<file path="config.mk">
export PLATFORM = sky130hd
export DESIGN_NAME = text_line_folder_top
export DESIGN_NICKNAME = d
export VERILOG_FILES = /design/src/rtl/core/tlf_pkg.sv /design/src/rtl/core/tlf_col_alu.sv /design/src/rtl/core/tlf_buf.sv /design/src/rtl/core/tlf_seq.sv /design/src/rtl/core/text_line_folder_top.sv
export SDC_FILE = /design/constraint.sdc
export NUM_CORES = 1
export LEC_CHECK = 0
export BUFFER_PORTS_ARGS = -buffer_cell sky130_fd_sc_hd__buf_2
export CAP_MARGIN = 15
export CORE_AREA = 3 3 365 367
export CTS_CLUSTER_DIAMETER = 40
export DETAILED_ROUTE_END_ITERATION = 8
export DIE_AREA = 0 0 368 370
export SYNTH_ARGS = -nofsm -noshare
export SYNTH_HDL_FRONTEND = slang
export SYNTH_SLANG_ARGS = --single-unit
</file>
<file path="constraint.sdc">
create_clock -name clk -period 9.6 [get_ports clk]
set_input_delay 1.92 -clock clk [delete_from_list [all_inputs] [get_ports clk]]
set_output_delay 1.92 -clock clk [all_outputs]
set_load 0.02 [all_outputs]
</file>
<file path="src/rtl/core/tlf_pkg.sv">
// Shared types, constants and codes for the text line folder.
package tlf_pkg;

	localparam int BUF_DEPTH = 62;
	localparam int IDX_W     = $clog2(BUF_DEPTH);
	localparam int CNT_W     = $clog2(BUF_DEPTH + 1);
	localparam int COL_W     = 7;
	localparam int FW_W      = 6;
	localparam int CFG_IDX_W = 2;
	localparam int TAB_STOP  = 8;

	localparam logic [COL_W-1:0] COL_MAX        = 7'd127;
	localparam logic [FW_W-1:0]  FOLD_WIDTH_RST = 6'd61;
	localparam logic [COL_W:0]   TAB_INC        = (COL_W + 1)'(TAB_STOP);
	localparam logic [COL_W:0]   TAB_MASK       = ~((COL_W + 1)'(TAB_STOP - 1));

	localparam logic [7:0] CH_TAB = 8'h09;
	localparam logic [7:0] CH_BS  = 8'h08;
	localparam logic [7:0] CH_CR  = 8'h0D;
	localparam logic [7:0] CH_LF  = 8'h0A;
	localparam logic [7:0] CH_SP  = 8'h20;

	typedef enum logic [CFG_IDX_W-1:0] {
		CFG_FOLD_WIDTH     = 2'd0,
		CFG_SPLIT_AT_SPACE = 2'd1,
		CFG_COUNT_BYTES    = 2'd2
	} cfg_idx_t;

	typedef enum logic [2:0] {
		ST_IDLE,
		ST_DECIDE,
		ST_EMIT,
		ST_PUSH,
		ST_MOVE,
		ST_REBASE,
		ST_APPEND
	} state_t;

	typedef enum logic {
		ALU_ADV,
		ALU_SUB
	} alu_op_t;

	typedef struct packed {
		logic [FW_W-1:0] fold_width;
		logic            split_at_space;
		logic            count_bytes;
	} cfg_t;

	typedef struct packed {
		logic [7:0]       ch;
		logic [COL_W-1:0] col;
	} entry_t;

	typedef struct packed {
		alu_op_t          op;
		logic [COL_W-1:0] a;
		logic [COL_W-1:0] sub_val;
		logic [7:0]       ch;
		logic             count_bytes;
	} alu_req_t;

	typedef struct packed {
		logic             wr_en;
		logic [CNT_W-1:0] wr_addr;
		entry_t           wr_data;
		logic             rd_en;
		logic [CNT_W-1:0] rd_addr;
	} buf_req_t;

endpackage

</file>
<file path="src/rtl/core/tlf_col_alu.sv">
// Shared column unit: advance a column past a byte, or rebase a column.
module tlf_col_alu (
	input  tlf_pkg::alu_req_t          req,
	output logic [tlf_pkg::COL_W-1:0]  res
);
	import tlf_pkg::*;

	logic [COL_W:0] wide;

	always_comb begin
		wide = '0;
		res  = '0;
		unique case (req.op)
			ALU_SUB: begin
				res = (req.a > req.sub_val) ? (req.a - req.sub_val) : '0;
			end
			ALU_ADV: begin
				if (req.ch == CH_TAB && !req.count_bytes) begin
					wide = ({1'b0, req.a} + TAB_INC) & TAB_MASK;
				end else if (req.ch == CH_BS && !req.count_bytes) begin
					wide = (req.a != '0) ? ({1'b0, req.a} - (COL_W + 1)'(1)) : '0;
				end else begin
					wide = {1'b0, req.a} + (COL_W + 1)'(1);
				end
				// saturate on the way up
				res = (wide > {1'b0, COL_MAX}) ? COL_MAX : wide[COL_W-1:0];
			end
			default: res = '0;
		endcase
	end

endmodule

</file>
<file path="src/rtl/core/tlf_buf.sv">
// Pending byte buffer: one write and one registered read port.
module tlf_buf (
	input  logic              clk,
	input  tlf_pkg::buf_req_t req,
	output tlf_pkg::entry_t   rd_data
);
	import tlf_pkg::*;

	entry_t mem [BUF_DEPTH];

	always_ff @(posedge clk) begin
		if (req.wr_en) begin
			mem[req.wr_addr[IDX_W-1:0]] <= req.wr_data;
		end
	end

	always_ff @(posedge clk) begin
		if (req.rd_en) begin
			rd_data <= mem[req.rd_addr[IDX_W-1:0]];
		end
	end

endmodule

</file>
<file path="src/rtl/core/tlf_seq.sv">
// Sequencer: decides break or append, streams the buffer out, compacts it.
module tlf_seq (
	input  logic                        clk,
	input  logic                        arst_n,
	input  tlf_pkg::cfg_t               cfg,
	input  logic                        in_valid,
	output logic                        in_stall,
	input  logic [7:0]                  in_byte,
	input  logic                        end_of_input,
	output logic                        out_valid,
	input  logic                        out_stall,
	output logic [7:0]                  out_byte,
	output logic                        last,
	output logic                        overflow,
	output tlf_pkg::buf_req_t           buf_req,
	input  tlf_pkg::entry_t             buf_rd,
	output tlf_pkg::alu_req_t           alu_req,
	input  logic [tlf_pkg::COL_W-1:0]   alu_res
);
	import tlf_pkg::*;

	state_t           state_q, state_d;
	logic [7:0]       byte_q;
	logic             eoi_q;
	logic [CNT_W-1:0] cnt_q;
	logic [COL_W-1:0] cur_q;
	logic             spc_vld_q;
	logic [CNT_W-1:0] spc_idx_q;
	logic [COL_W-1:0] spc_col_q;
	logic [CNT_W-1:0] k_q;
	logic [CNT_W-1:0] mv_end_q;
	logic [COL_W-1:0] base_q;
	logic [CNT_W-1:0] idx_q;
	logic [CNT_W-1:0] widx_q;
	logic             rvld_q;
	logic             brk_q;
	logic             mv_q;
	logic             push_ovf_q;
	logic [7:0]       push_byte_q;
	logic             out_valid_q;
	logic [7:0]       out_byte_q;
	logic             last_q;
	logic             ovf_q;

	logic             out_free;
	logic             is_le;
	logic             brk;
	logic             full;
	logic             mv;
	logic [CNT_W-1:0] k_sp;
	logic             emit_done;
	logic             emit_load;
	logic             push_load;

	assign out_free  = !out_valid_q || !out_stall;
	assign is_le     = (byte_q == CH_LF) || (byte_q == CH_CR);
	assign brk       = alu_res > COL_W'(cfg.fold_width);
	assign full      = cnt_q == CNT_W'(BUF_DEPTH);
	assign k_sp      = spc_idx_q + CNT_W'(1);
	// break after the last space only when the new byte is no space and bytes remain behind it
	assign mv        = cfg.split_at_space && (byte_q != CH_SP) && spc_vld_q && (k_sp != cnt_q);
	assign emit_done = (idx_q == k_q) && (!rvld_q || out_free);

	assign in_stall  = state_q != ST_IDLE;
	assign out_valid = out_valid_q;
	assign out_byte  = out_byte_q;
	assign last      = last_q;
	assign overflow  = ovf_q;

	always_comb begin
		state_d = state_q;
		unique case (state_q)
			ST_IDLE:   if (in_valid) state_d = ST_DECIDE;
			ST_DECIDE: begin
				priority if (eoi_q) begin
					state_d = (cnt_q == '0) ? ST_IDLE : ST_EMIT;
				end else if (is_le || brk) begin
					state_d = ST_EMIT;
				end else if (full) begin
					state_d = ST_PUSH;
				end else begin
					state_d = ST_IDLE;
				end
			end
			ST_EMIT:   if (emit_done) state_d = eoi_q ? ST_IDLE : ST_PUSH;
			ST_PUSH: begin
				if (out_free) begin
					state_d = !brk_q ? ST_IDLE : (mv_q ? ST_MOVE : ST_APPEND);
				end
			end
			ST_MOVE:   if (idx_q == mv_end_q) state_d = ST_REBASE;
			ST_REBASE: state_d = ST_APPEND;
			ST_APPEND: state_d = ST_IDLE;
			default:   state_d = ST_IDLE;
		endcase
	end

	always_comb begin
		alu_req.op          = ALU_ADV;
		alu_req.a           = cur_q;
		alu_req.sub_val     = base_q;
		alu_req.ch          = byte_q;
		alu_req.count_bytes = cfg.count_bytes;
		buf_req.wr_en       = 1'b0;
		buf_req.wr_addr     = cnt_q;
		buf_req.wr_data     = '{ch: byte_q, col: alu_res};
		buf_req.rd_en       = 1'b0;
		buf_req.rd_addr     = idx_q;
		emit_load           = 1'b0;
		push_load           = 1'b0;
		unique case (state_q)
			ST_IDLE: ;
			ST_DECIDE: begin
				buf_req.wr_en = !eoi_q && !is_le && !brk && !full;
			end
			ST_EMIT: begin
				buf_req.rd_en = (idx_q < k_q) && (!rvld_q || out_free);
				emit_load     = rvld_q && out_free;
			end
			ST_PUSH: begin
				push_load = out_free;
			end
			ST_MOVE: begin
				alu_req.op      = ALU_SUB;
				alu_req.a       = buf_rd.col;
				buf_req.rd_en   = idx_q < mv_end_q;
				buf_req.wr_en   = rvld_q;
				buf_req.wr_addr = widx_q;
				buf_req.wr_data = '{ch: buf_rd.ch, col: alu_res};
			end
			ST_REBASE: begin
				alu_req.op = ALU_SUB;
			end
			ST_APPEND: begin
				buf_req.wr_en = 1'b1;
			end
			default: ;
		endcase
	end

	always_ff @(posedge clk or negedge arst_n) begin
		if (!arst_n) begin
			state_q     <= ST_IDLE;
			byte_q      <= '0;
			eoi_q       <= 1'b0;
			cnt_q       <= '0;
			cur_q       <= '0;
			spc_vld_q   <= 1'b0;
			spc_idx_q   <= '0;
			spc_col_q   <= '0;
			k_q         <= '0;
			mv_end_q    <= '0;
			base_q      <= '0;
			idx_q       <= '0;
			widx_q      <= '0;
			rvld_q      <= 1'b0;
			brk_q       <= 1'b0;
			mv_q        <= 1'b0;
			push_ovf_q  <= 1'b0;
			push_byte_q <= '0;
			out_valid_q <= 1'b0;
		end else begin
			state_q <= state_d;

			if (emit_load || push_load) begin
				out_valid_q <= 1'b1;
			end else if (!out_stall) begin
				out_valid_q <= 1'b0;
			end

			unique case (state_q)
				ST_IDLE: begin
					if (in_valid) begin
						byte_q <= in_byte;
						eoi_q  <= end_of_input;
					end
				end
				ST_DECIDE: begin
					idx_q  <= '0;
					widx_q <= '0;
					rvld_q <= 1'b0;
					priority if (eoi_q || is_le) begin
						k_q         <= cnt_q;
						cnt_q       <= '0;
						cur_q       <= '0;
						spc_vld_q   <= 1'b0;
						brk_q       <= 1'b0;
						mv_q        <= 1'b0;
						push_ovf_q  <= 1'b0;
						push_byte_q <= byte_q;
					end else if (brk) begin
						brk_q       <= 1'b1;
						mv_q        <= mv;
						push_ovf_q  <= 1'b0;
						push_byte_q <= CH_LF;
						spc_vld_q   <= 1'b0;
						if (mv) begin
							k_q      <= k_sp;
							mv_end_q <= cnt_q;
							cnt_q    <= cnt_q - k_sp;
							base_q   <= spc_col_q;
						end else begin
							k_q   <= cnt_q;
							cnt_q <= '0;
							cur_q <= '0;
						end
					end else if (full) begin
						// drop the byte and report it
						brk_q       <= 1'b0;
						mv_q        <= 1'b0;
						push_ovf_q  <= 1'b1;
						push_byte_q <= '0;
					end else begin
						brk_q       <= 1'b0;
						mv_q        <= 1'b0;
						push_ovf_q  <= 1'b0;
						push_byte_q <= byte_q;
						cnt_q       <= cnt_q + CNT_W'(1);
						cur_q       <= alu_res;
						if (byte_q == CH_SP && cnt_q != '0) begin
							spc_vld_q <= 1'b1;
							spc_idx_q <= cnt_q;
							spc_col_q <= alu_res;
						end
					end
				end
				ST_EMIT: begin
					if (buf_req.rd_en) begin
						idx_q <= idx_q + CNT_W'(1);
					end
					rvld_q <= buf_req.rd_en || (rvld_q && !out_free);
				end
				ST_PUSH: ;
				ST_MOVE: begin
					if (buf_req.rd_en) begin
						idx_q <= idx_q + CNT_W'(1);
					end
					rvld_q <= buf_req.rd_en;
					if (rvld_q) begin
						widx_q <= widx_q + CNT_W'(1);
					end
				end
				ST_REBASE: begin
					cur_q <= alu_res;
				end
				ST_APPEND: begin
					cnt_q <= cnt_q + CNT_W'(1);
					cur_q <= alu_res;
					if (byte_q == CH_SP && cnt_q != '0) begin
						spc_vld_q <= 1'b1;
						spc_idx_q <= cnt_q;
						spc_col_q <= alu_res;
					end
				end
				default: ;
			endcase
		end
	end

	always_ff @(posedge clk) begin
		if (emit_load) begin
			out_byte_q <= buf_rd.ch;
			last_q     <= eoi_q && (idx_q == k_q);
			ovf_q      <= 1'b0;
		end else if (push_load) begin
			out_byte_q <= push_byte_q;
			last_q     <= 1'b1;
			ovf_q      <= push_ovf_q;
		end
	end

endmodule

</file>
<file path="src/rtl/core/text_line_folder_top.sv">
// Top level of the text line folder: configuration registers and core wiring.
//
//  channel  | handshake            | words
//  ---------+----------------------+------------------------------------------
//  input    | in_valid / in_stall  | in_byte, end_of_input
//  output   | out_valid / out_stall| out_byte, last, overflow
//  config   | cfg_valid / cfg_ready| cfg_index, cfg_data
//
// A byte that is only buffered is accepted, then decided and written. A flush
// decides, emits the buffered words through the single buffer read port and,
// unless at end of input, pushes a final word; a dropped byte is decided and
// then pushed. A break adds an append of the byte, and a break after a space
// first moves the bytes after it to the buffer front, then rebases the column.
// Output stalls hold the sequencer; the buffer needs no clearing after reset.
module text_line_folder_top (
	input  logic                             clk,
	input  logic                             arst_n,
	input  logic                             cfg_valid,
	output logic                             cfg_ready,
	input  logic [tlf_pkg::CFG_IDX_W-1:0]    cfg_index,
	input  logic [tlf_pkg::FW_W-1:0]         cfg_data,
	input  logic                             in_valid,
	output logic                             in_stall,
	input  logic [7:0]                       in_byte,
	input  logic                             end_of_input,
	output logic                             out_valid,
	input  logic                             out_stall,
	output logic [7:0]                       out_byte,
	output logic                             last,
	output logic                             overflow
);
	import tlf_pkg::*;

	cfg_t             cfg_q;
	buf_req_t         buf_req;
	entry_t           buf_rd;
	alu_req_t         alu_req;
	logic [COL_W-1:0] alu_res;

	assign cfg_ready = 1'b1;

	always_ff @(posedge clk or negedge arst_n) begin
		if (!arst_n) begin
			cfg_q.fold_width     <= FOLD_WIDTH_RST;
			cfg_q.split_at_space <= 1'b0;
			cfg_q.count_bytes    <= 1'b0;
		end else if (cfg_valid && cfg_ready) begin
			unique case (cfg_idx_t'(cfg_index))
				CFG_FOLD_WIDTH:     cfg_q.fold_width     <= cfg_data;
				CFG_SPLIT_AT_SPACE: cfg_q.split_at_space <= cfg_data[0];
				CFG_COUNT_BYTES:    cfg_q.count_bytes    <= cfg_data[0];
				default: ;
			endcase
		end
	end

	tlf_seq u_seq (
		.clk          (clk),
		.arst_n       (arst_n),
		.cfg          (cfg_q),
		.in_valid     (in_valid),
		.in_stall     (in_stall),
		.in_byte      (in_byte),
		.end_of_input (end_of_input),
		.out_valid    (out_valid),
		.out_stall    (out_stall),
		.out_byte     (out_byte),
		.last         (last),
		.overflow     (overflow),
		.buf_req      (buf_req),
		.buf_rd       (buf_rd),
		.alu_req      (alu_req),
		.alu_res      (alu_res)
	);

	tlf_buf u_buf (
		.clk     (clk),
		.req     (buf_req),
		.rd_data (buf_rd)
	);

	tlf_col_alu u_alu (
		.req (alu_req),
		.res (alu_res)
	);

endmodule

</file>
==> tab_implementation.tex <==
\begin{tabular}{lr}
\hline
Metric & Value \\
\hline
\multicolumn{2}{l}{\textbf{Critical path}} \\
\quad Critical path type & reg -> reg \\
\quad CP Data Required Time & 9920 ps \\
\quad Worst reg-to-reg setup slack & 2390 ps \\
\quad Path depth of the worst reg2reg path & 19 \\
\quad Arrival time of data at the critical path endpoint & 7530 ps \\
\quad Kind of launch point of the worst setup path & register \\
\quad Cell with the largest stage delay on the worst path & sky130\_fd\_sc\_hd\_\_nor3\_2 \\
\quad Worst-path cell chain & nor3b\_4 > buf\_4 > mux2\_2 > inv\_1 > ha\_1 > nand3\_1 > o22a\_1 > nor2\_1 > a31oi\_1 > o2111ai\_1 > a22oi\_1 > inv\_2 > ha\_1 > nand3\_1 > o21ai\_1 > nand3\_2 > o211a\_4 > buf\_4 > nor3\_2 \\
\quad Startpoint of the lowest-slack register-to-register path & u\_seq.state\_q[0] \\
\quad Slowest stage delay, CP & 920 ps \\
\quad Worst r2r dst & u\_buf.mem[12][2] \\
\quad Worst Path Max Fanout & 42 \\
\quad CP Capture Type & register \\
\multicolumn{2}{l}{\textbf{Clock tree}} \\
\quad Hold bufs inserted after CTS & 0 \\
\quad Cts bufs inserted & 131 \\
\quad Sink count of the clock tree & 1046 \\
\quad TritonCTS clock tree & built \\
\quad CTS H-tree lvls & 4 \\
\quad Number of gates given a new drive strength after cts & 0 \\
\quad Number of buffers inserted by post-CTS setup repair & 0 \\
\quad Latest clock arrival within the worst-skew pair & 720 ps \\
\quad Clock root buffer & sky130\_fd\_sc\_hd\_\_clkbuf\_16 \\
\quad Clock slew seen by the registers of the worst setup and hold paths & 50 ps \\
\quad Maximum buffer depth of the clock tree & 3 \\
\multicolumn{2}{l}{\textbf{Power and ir drop}} \\
\quad Power per standard cell area & 275 mW/mm2 \\
\quad Clk network pwr share & 34.5\% \\
\quad Maximum VDD drop & 0.203 mV \\
\quad Net switching component of the power & 4.23 mW \\
\quad Part of the total power dissipated in combinational logic & 22.3\% \\
\quad Switching portion of total power & 30.7\% \\
\quad Internal power of the cells & 9.56 mW \\
\quad Leakage power total & 15.9 nW \\
\quad Power Total & 13.8 mW \\
\quad Sequential power share & 43.2\% \\
\multicolumn{2}{l}{\textbf{Timing}} \\
\quad Setup TNS after final layout & 0 ps \\
\quad FMAX & 0.139 GHz \\
\quad Layout Skew & 36.6 ps \\
\quad Final critical-path required period & 7210 ps \\
\quad Unrepaired setup endpoints after global routing & no \\
\quad Worst slew slack as a fraction of its limit & 25.0\% \\
\quad Number of endpoints with negative hold slack in the final report & 0 \\
\quad Worst Max-Slew Pin Slew & 1120 ps \\
\quad Total count of max-transition violations in the final report & 0 \\
\quad Final setup vio count & 0 \\
\quad Hold Slack & 475 ps \\
\quad Portion of the clock cycle consumed by the worst path in the final layout & 75.1\% \\
\multicolumn{2}{l}{\textbf{Layout}} \\
\quad Most common cell after layout, fill and taps aside & sky130\_fd\_sc\_hd\_\_edfxtp\_1 \\
\quad Synth-to-Final Area Change & 17.0\% \\
\quad Antenna diodes & 0 \\
\quad Final \#Nets & 2398 \\
\quad Fraction of layout instances using a drive strength above 1 & 31.7\% \\
\quad Fillers & 11659 \\
\quad Most frequent cells in the layout & sky130\_fd\_sc\_hd\_\_edfxtp\_1, sky130\_fd\_sc\_hd\_\_mux4\_2, sky130\_fd\_sc\_hd\_\_clkbuf\_16 \\
\multicolumn{2}{l}{\textbf{Run status}} \\
\quad Run status & complete, no violations \\
\multicolumn{2}{l}{\textbf{Logic synthesis}} \\
\quad Post-synthesis net count & 2254 \\
\quad \#FFs+latches synth & 1046 \\
\quad Number of flops mapped to enable cells by yosys & 954 \\
\quad Share of synthesized area occupied by flip-flops and latches & 72.3\% \\
\quad Synthesis warning total & 0 \\
\quad Post-synthesis instance total & 2192 \\
\quad Mean instance size in the synthesized netlist & 19.5 um2 \\
\quad Ys async rst share & 8.70\% \\
\quad Prevailing post-synth register cell & sky130\_fd\_sc\_hd\_\_edfxtp\_1 \\
\quad Number of distinct library cells after synthesis & 79 \\
\quad Syn Std Cell Area & 0.0428 mm2 \\
\multicolumn{2}{l}{\textbf{Global routing}} \\
\quad Gr ovfl total & 0 \\
\quad Number of global-route vias before repair & 22297 \\
\quad Wire length of the first global-routing pass & 160000 um \\
\quad Number of antenna violations at the first check in global routing & 3 \\
\quad Total global routing track utilization & 16.0\% \\
\quad Largest net degree at the start of global routing & 148 \\
\multicolumn{2}{l}{\textbf{Detailed routing}} \\
\quad Detailed-route DRC error count & 0 \\
\quad Final wirelength & 109000 um \\
\quad Remaining antenna violation count & 0 \\
\quad Overall via count from detail\_route & 22186 \\
\quad Via density & 5.31 \\
\quad Detailed-route wire length per cell & 26.0 um \\
\quad Router iterations before antenna repair & 5 \\
\quad First-iteration detailed-routing DRC count & 2829 \\
\multicolumn{2}{l}{\textbf{Placement}} \\
\quad HPWL reported at the end of detailed placement & 68200 um \\
\quad Global placement routability congestion & 0.899 \\
\quad Input/output buffers & 33 \\
\multicolumn{2}{l}{\textbf{Floorplan}} \\
\quad Number of rows in the core area & 132 \\
\quad Initial cell density of the core & 33.0\% \\
\quad I/O Pins & 35 \\
\quad Die Y & 370 um \\
\quad Area enclosed by the die boundary & 0.136 mm2 \\
\quad Overall die width & 368 um \\
\quad Placeable core region & 0.130 mm2 \\
\multicolumn{2}{l}{\textbf{Min path}} \\
\quad Worst min-delay path category & reg -> reg \\
\quad Worst Hold Path Cells & 2 \\
\quad Hold\_sp & u\_seq.spc\_col\_q[3] \\
\quad Worst hold path endpoint & u\_seq.base\_q[3] \\
\multicolumn{2}{l}{\textbf{Run}} \\
\quad Max-cap check violation count & 0 \\
\hline
\end{tabular}
## cells in the mapped netlist, drive strengths merged, types with 13 or more instances
cell / n / area share (%)
xor2: 16 / 0.33
nor2b: 13 / 0.19
nand2: 126 / 1.1
xnor2: 15 / 0.31
nor3: 82 / 0.97
mux2: 54 / 1.4
a21oi: 32 / 0.39
dfrtp: 86 / 5.0
edfxtp: 954 / 67
nor2: 49 / 0.43
nand3: 37 / 0.44
inv: 52 / 0.46
ha: 38 / 1.1
mux2i: 19 / 0.45
o21ai: 65 / 0.76
buf: 50 / 0.60
clkbuf: 62 / 0.54
mux4: 297 / 16
## cells by family (layout without fill, tap and decap cells)
logic type	Yosys count	in the layout	synth area share, %
mux	370	370	17.5
xor+xnor	31	31	0.634
other cells	1	1	0.00875
simple gates	362	362	4.03
flops	1046	1046	72.3
compound gates	177	177	2.74
buf+inv	164	409	1.60
fa+ha+maj	41	41	1.23
## layout make-up
| cell class | instances | area (um2) | share of cell area, % |
|---|---|---|---|
| sequential | 1046 | 31000 | 61.8 |
| inverter | 52 | 195 | 0.389 |
| multi-input combinational | 982 | 11600 | 23.1 |
| tap | 1742 | 2180 | 4.35 |
| timing repair buffer | 123 | 976 | 1.95 |
| clock buffer | 150 | 3430 | 6.85 |
| clock inverter | 84 | 801 | 1.60 |
## stage by stage
stage | area (um2) | utilization, % | worst slack [ps] | cells
CTS | 49900 | 38.4 | 2420 | 4159
global placement | 45600 | 35.1 | 2660 | 3920
finish | 50100 | 38.6 | 2390 | 4179
floorplan | 42800 | - | 2010 | 2192
global route | 50100 | 38.6 | 1980 | 4179
detailed placement | 45700 | 35.2 | 2440 | 3925
## sequential cells by signal (all words and copies together) (netlist names), 3 cells and up
name               flops
u_seq.widx_q           6
u_seq.byte_q           8
u_seq.idx_q            6
u_seq.out_byte         8
u_seq.state_q          3
u_seq.cnt_q            6
u_seq.k_q              6
u_seq.spc_idx_q        6
u_seq.mv_end_q         6
cfg_q                  8
u_buf.rd_data         15
u_seq.base_q           7
u_seq.push_byte_q      8
u_seq.spc_col_q        7
u_seq.cur_q            7
u_buf.mem            930
## worst max-delay path by stage
stage,startpoint,endpoint,slack [ps],cells after the start
finish,u_seq.state_q[0],u_buf.mem[12][2],2390,19
global route,u_seq.state_q[0],u_buf.mem[12][2],1980,19
CTS,u_seq.state_q[0],u_buf.mem[14][7],2420,19
detailed placement,u_seq.state_q[0],u_buf.mem[14][12],2440,19
global placement,u_seq.state_q[0],u_buf.mem[13][6],2660,19
floorplan,u_seq.state_q[0],u_buf.mem[0][0],2010,24
## worst max-delay path, delay by kind of cell (launching register included)
kind	cells	cell delay, ps
AOI/OAI and AO/OA	6	2580
adders and majority gates	2	540
muxes	1	310
DFF	1	580
and+or+nand+nor	6	1710
buffers and inverters	4	1040
## per-layer routing
metal / GRT usage (%) / wire length, um / up-vias
met5: 0 / 0 / -
met3: 3.85 / 9110 / 177
li1: - / - / 9272
met1: 22.2 / 45400 / 11720
met4: 5.59 / 3540 / 0
met2: 24.7 / 50700 / 1017
## power by group through the flow
stage / Combinational, mW / Sequential (mW) / Clock [mW]
global placement: 3.07 / 6.03 / 0
finish: 3.08 / 5.95 / 4.75
detailed placement: 3.13 / 6.04 / 0
floorplan: 1.85 / 5.92 / 0
global route: 3.29 / 5.97 / 5.06
CTS: 3.13 / 5.95 / 4.84
Power figures use the tool's default switching activity.
